--- src/hdl/salc_pkg.sv ---
`timescale 1ns / 1ps

package salc_pkg;

    localparam int ADDR_BITS_DEF    = 32;
    localparam int BLOCK_BITS_DEF   = 6;
    localparam int MAX_SET_BITS_DEF = 6;
    localparam int MAX_WAYS_DEF     = 8;

    localparam int SET_BITS_W = 3;
    localparam int WAYS_W     = 4;
    localparam int CFG_DATA_W = 4;
    localparam int ACTION_W   = 2;
    localparam int EVENT_W    = 2;
    localparam int WAY_OUT_W  = 3;

    localparam logic [SET_BITS_W-1:0] SET_BITS_RESET = 3'd6;
    localparam logic [WAYS_W-1:0]     WAYS_RESET     = 4'd8;

    typedef enum logic [0:0] {
        CFG_SET_BITS = 1'b0,
        CFG_WAYS     = 1'b1
    } cfg_index_t;

    typedef enum logic [1:0] {
        ACT_READ  = 2'd0,
        ACT_WRITE = 2'd1,
        ACT_FLUSH = 2'd2,
        ACT_NONE  = 2'd3
    } action_t;

    typedef enum logic [1:0] {
        EV_HIT       = 2'd0,
        EV_WRITEBACK = 2'd1,
        EV_FILL      = 2'd2,
        EV_DONE      = 2'd3
    } event_t;

    typedef enum logic [2:0] {
        ST_IDLE,
        ST_READ,
        ST_LOOK,
        ST_FLUSH,
        ST_FILL,
        ST_DONE
    } state_t;

endpackage

--- src/hdl/salc_front.sv ---
`timescale 1ns / 1ps

module salc_front #(
    parameter int ADDR_BITS = salc_pkg::ADDR_BITS_DEF,
    parameter int QW        = ADDR_BITS + salc_pkg::ACTION_W
) (
    input  logic                         clk,
    input  logic                         rst_n,
    input  logic                         valid,
    output logic                         ready,
    input  logic [salc_pkg::ACTION_W-1:0] action,
    input  logic [ADDR_BITS-1:0]         address,
    output logic                         q_valid,
    input  logic                         q_ready,
    output logic [QW-1:0]                q_data
);

    // two-entry queue, items of no effect are dropped here
    logic [QW-1:0] buf_reg [2];
    logic [1:0]    cnt_reg;
    logic          rd_reg;
    logic          wr_reg;
    logic          push;
    logic          pop;

    assign ready   = (cnt_reg != 2'd2);
    assign push    = valid && ready && (action != salc_pkg::ACT_NONE);
    assign pop     = q_valid && q_ready;
    assign q_valid = (cnt_reg != 2'd0);
    assign q_data  = buf_reg[rd_reg];

    always_ff @(posedge clk or negedge rst_n)
    begin
        if (!rst_n)
        begin
            cnt_reg <= 2'd0;
            rd_reg  <= 1'b0;
            wr_reg  <= 1'b0;
        end
        else
        begin
            if (push)
            begin
                wr_reg <= ~wr_reg;
            end
            if (pop)
            begin
                rd_reg <= ~rd_reg;
            end
            cnt_reg <= cnt_reg + {1'b0, push} - {1'b0, pop};
        end
    end

    // payload storage
    always_ff @(posedge clk)
    begin
        if (push)
        begin
            buf_reg[wr_reg] <= {action, address};
        end
    end

`ifndef ASSERT_OFF
    a_no_over: assert property (@(posedge clk) disable iff (!rst_n)
        cnt_reg == 2'd2 |-> !push) else $error("queue overflow");
    a_no_under: assert property (@(posedge clk) disable iff (!rst_n)
        cnt_reg == 2'd0 |-> !pop) else $error("queue underflow");
    a_count: assert property (@(posedge clk) disable iff (!rst_n)
        push && !pop |=> cnt_reg == $past(cnt_reg) + 2'd1) else $error("count slip");
`endif

endmodule

--- config.mk ---
export PLATFORM = sky130hd
export DESIGN_NAME = salc_front
export DESIGN_NICKNAME = d
export VERILOG_FILES = /design/src/hdl/salc_pkg.sv /design/src/hdl/salc_front.sv
export SDC_FILE = /design/constraint.sdc
export NUM_CORES = 1
export LEC_CHECK = 0
export ABC_AREA = 1
export BUFFER_PORTS_ARGS = -buffer_cell sky130_fd_sc_hd__buf_4
export CAP_MARGIN = 10
export CORE_MARGIN = 3
export CORE_UTILIZATION = 25
export CTS_BUF_LIST = sky130_fd_sc_hd__clkbuf_2
export DETAILED_ROUTE_END_ITERATION = 10
export SKIP_CTS_REPAIR_TIMING = 1
export SLEW_MARGIN = 20
export SYNTH_ARGS = -nofsm -noshare
export SYNTH_HDL_FRONTEND = slang
export SYNTH_SLANG_ARGS = --single-unit
--- constraint.sdc ---
create_clock -name clk -period 3.28 [get_ports clk]
set_clock_uncertainty 0.05 [all_clocks]
set_input_delay 0.656 -clock clk [delete_from_list [all_inputs] [get_ports clk]]
set_output_delay 0.656 -clock clk [all_outputs]
set_load 0.02 [all_outputs]
After elaboration in Yosys (flattened, before gate mapping)
Memories as Yosys holds them, arrays and structs flattened.
Cells that the tools add are included.
{"block": "word_totals", "latch_bits": 0, "mem_bits_rw": 68, "elab_cells": 16, "ff_bits": 4, "mem_bits_ro": 0, "mem_count": 1}
{"name": "buf_reg", "depth": 2, "word_bits": 34, "rd": 1, "rd_clocked_by_memory_dff": 0, "wr": 1, "line": "salc_front.sv:19", "source": "logic [QW-1:0] buf_reg [2];"}
{"block": "op_classes", "bitwise_logic": 2, "n_reduce_logical": 4, "div": 0, "shift": 0, "n_eq_ne": 2, "multipliers": 0, "addsub": 2, "mux": 2, "n_lt_le_gt_ge": 0}
{"operator": "$ne A2 B2 Y1 const B", "count": 2}
{"operator": "$logic_and A1 B1 Y1", "count": 3}
{"operator": "$add A2 B1 Y2", "count": 1}
{"operator": "$mux W1", "count": 2}
{"operator": "$not A1 Y1", "count": 2}
{"operator": "$reduce_bool A2 Y1", "count": 1}
{"operator": "$sub A2 B1 Y2", "count": 1}

Logic depth before layout (Yosys ltp)
{"block": "depth", "depth_word": 5, "depth_mapped": 10, "mapped_depth_nobuf": 10}

Worst setup path after synthesis
No wires, ideal clock.
{"block": "synth_timing", "path_type": "in2reg", "start": "input action[0] in the netlist's numbering", "end": "memory buf_reg[1][0] in the netlist's numbering (enable)", "slack_ns": 0.504, "path_buffers": 0, "arrival_ns": 2.301, "stages": 3, "cell_sequence": "nand2_1 -> nand3_1 -> nor2_1"}
{"block": "synth_via", "elab_chain_cells": 4}
{"item": "from (decl)", "line": "salc_front.sv:11", "source": "input logic [salc_pkg::ACTION_W-1:0] action,"}
{"item": "$ne A2 B2 Y1", "line": "salc_front.sv:27", "source": "assign push = valid && ready && (action != salc_pkg::ACT_NONE);"}
{"item": "$logic_and A1 B1 Y1", "line": "salc_front.sv:27"}
{"item": "$mux W1", "line": "salc_front.sv:57", "source": "if (push)"}
{"item": "$mux W1 (implied by the code)", "line": "salc_front.sv:59", "source": "buf_reg[wr_reg] <= {action, address};"}
{"item": "to (decl)", "line": "salc_front.sv:19"}
Every way passes these cells.

Final worst setup path
{"block": "layout_timing", "start": "register rd_reg", "end": "output q_data[22]"}
{"block": "layout_via", "elab_chain_cells": 1}
{"item": "from (decl)", "line": "salc_front.sv:21", "source": "logic rd_reg;"}
{"item": "from (signal assigned)", "line": "salc_front.sv:48", "source": "rd_reg <= ~rd_reg;"}
{"item": "$mem_v2 Z2 W34"}
{"item": "to (decl)", "line": "salc_front.sv:15", "source": "output logic [QW-1:0] q_data"}
Every way passes these cells.

==> impl_metrics.py <==
metrics = {
    "sta": {
        "final-max-slew-violation-count": 0,
        "relSlewSlack_pct": 46.5,
        "clock.fmax_mhz": 398,
        "tightest_slew_ns": 0.797,
        "report.final.hold_viol_count": 0,
        "fin_tns_setup_ns": 0,
        "grt_setup_unrepaired": "no",
        "layout_worst_path_cycle_share_pct": 76.7,
        "setup_violations": 0,
        "finalCriticalPeriod_ns": 2.52,
    },
    "power_and_ir_drop": {
        "p_comb_share_pct": 41.0,
        "irDropWorstVdd_uv": 445,
        "clock_power_share_pct": 15.4,
        "p_sw_share_pct": 40.2,
        "p_switching_mw": 1.19,
        "p_int_mw": 1.77,
        "seqPwrFrac_pct": 43.6,
        "design_power_total_mw": 2.96,
        "p_leak_nw": 1.52,
        "power_density_mw_per_mm2": 829,
    },
    "critical_path": {
        "start_kind": "register",
        "worstPathArrival_ns": 1.81,
        "crit_path_max_fanout": 19,
        "setup.worst_path.end_class": "primary output",
        "worst-endpoint-required_ns": 2.57,
        "setup_cp_type": "register to primary output",
        "reg2reg_depth": 5,
    },
    "synthesis": {
        "synthDominantCellAreaShare_pct": 73.8,
        "yosys.cell_types.count": 13,
        "part_of_the_yosys_area_used_for_sequential_elements_pct": 77.4,
        "post_synth_instance_area_sq_mm": 0.00277,
        "syn_avg_cell_area_sq_um": 13.2,
        "synth_top_area_cell": "edfxtp_1",
        "synthCells": 210,
        "yosys-top-cells-area": "edfxtp_1, nand2_1, dfrtp_1, nand2_2, buf_6",
        "synth_nets": 250,
        "flip_flop_and_latch_count_after_synthesis": 72,
        "yosysWarningCount": 0,
    },
    "clocking": {
        "total_cts_buffers": 9,
        "htree_levels": 3,
        "tritoncts": "built",
        "source_to_sink_clock_delay_at_the_later_pin_of_the_worst_skew_pair_ns": 0.48,
        "cts.sink_count": 72,
        "ctsRootBufferMaster": "clkbuf_2",
        "clk_pin_slew_ns": 0.23,
        "cts.path.max_buffers": 2,
    },
    "layout": {
        "finalNetCount": 331,
        "seqCellArea_sq_mm": 0.00214,
        "multiInputGateArea_sq_um": 514,
        "drive_gt1_share_pct": 35.5,
        "nFillCells": 1060,
        "instances_no_fill": 432,
        "most_common_library_cell_in_the_layout_ignoring_fill_and_taps": "nand2_1",
        "flow.area_growth_from_synthesis_pct": 29.0,
        "finish.utilization_pct": 33.8,
        "largest_register_ffs": 68,
        "antenna_cells": 0,
        "layout_common_cells": "nand2_1, buf_4, edfxtp_1",
    },
    "route": {
        "drt_antenna_net_count": 0,
        "detailedRoute.firstIterationViolations": 32,
        "drt_pass1_iterations": 4,
        "route.detailed.drc": 0,
        "drt_wl_total_microns": 5410,
        "avgViaCountPerCell": 3.92,
        "detail_route.wl_per_cell_microns": 12.5,
        "dr_total_vias": 1694,
    },
    "floorplan": {
        "chipWidth_microns": 111,
        "core_area_sq_mm": 0.0106,
        "fp.dieH_microns": 111,
        "placement_rows": 37,
        "floorplan.initialDensity_pct": 26.2,
        "die_area_sq_mm": 0.0124,
        "io_pins": 74,
    },
    "global_routing": {
        "all_layer_gr_usage_pct": 8.88,
        "first_global_vias": 1724,
        "grt_first_pass_wirelength_microns": 8430,
        "grt_overflow_total": 0,
        "pin_count_of_the_biggest_net_entering_global_routing": 36,
        "grt_antenna_before_repair": 0,
    },
    "placement": {
        "place_hpwl_microns": 3700,
        "port_buffers": 73,
        "placer_s_final_routability_congestion_estimate": 0.671,
        "dp_cells": 415,
    },
    "hold_path": {
        "hold_path_depth": 1,
        "hold_path.class": "primary input to register",
    },
    "outcome": {
        "outcome": "finished, final reports clean",
    },
    "run": {
        "drv_cap": 0,
    },
}
==> cells by family after synthesis <==
group	Yosys count	share of synthesized area, %
fa+ha+maj	2	0.904
flops	72	77.4
simple gates	120	17.4
buf+inv	16	4.25
==> final cells by class <==
class | count | area share, %
inverter | 9 | 1.16
clock buffer | 9 | 1.26
sequential | 72 | 60.1
tap | 136 | 4.77
timing repair buffer | 77 | 16.6
clock inverter | 7 | 1.72
multi-input combinational | 122 | 14.4
==> final timing paths <==
kind                                   from              to  slack, ns
worst max register to register   cnt_reg[0]   buf_reg[0][3]       1.18
max in group asynchronous             rst_n      cnt_reg[0]       2.65
worst min-delay path            address[15]  buf_reg[1][15]       0.29
worst min register to register       wr_reg          wr_reg       0.47
worst max-delay path                 rd_reg      q_data[22]       0.76
min in group asynchronous             rst_n          rd_reg       0.42
==> synthesized netlist by cell type, drive strengths merged <==
| cell type | number |
|---|---|
| buf | 7 |
| ha | 2 |
| dfrtp | 4 |
| edfxtp | 68 |
| nand3 | 3 |
| nand2 | 115 |
| inv | 9 |
| nand4 | 1 |
| nor2 | 1 |
==> metrics by stage <==
step                worst slack (ns)  instance area (sq um)  hold slack [ns]
floorplan                      0.504                   2770            0.310
global placement               0.974                   3450            0.406
detailed placement             0.857                   3450            0.407
CTS                            0.632                   3560           -0.192
global route                   0.560                   3570            0.190
finish                         0.765                   3570            0.285
==> routing by layer <==
layer / global-route usage (%) / share of wire, %
met5: 0 / 0
met4: 3.41 / 1.4
met3: 3.00 / 5.9
met2: 15.8 / 53
met1: 9.72 / 40
==> power by group through the flow <==
stage               logic [mW]  registers (mW)  clock network (mW)
global placement          1.23            1.31                   0
finish                    1.21            1.29               0.456
floorplan                0.812            1.27                   0
CTS                       1.25            1.29               0.480
global route              1.33            1.31               0.521
detailed placement        1.24            1.32                   0
==> critical path: stages (launching register included) <==
cell     delay, ns
dfrtp_2       0.68
buf_4         0.33
nand2_1       0.07
nand2_1       0.09
buf_4         0.15
Power figures use the tool's default switching activity.
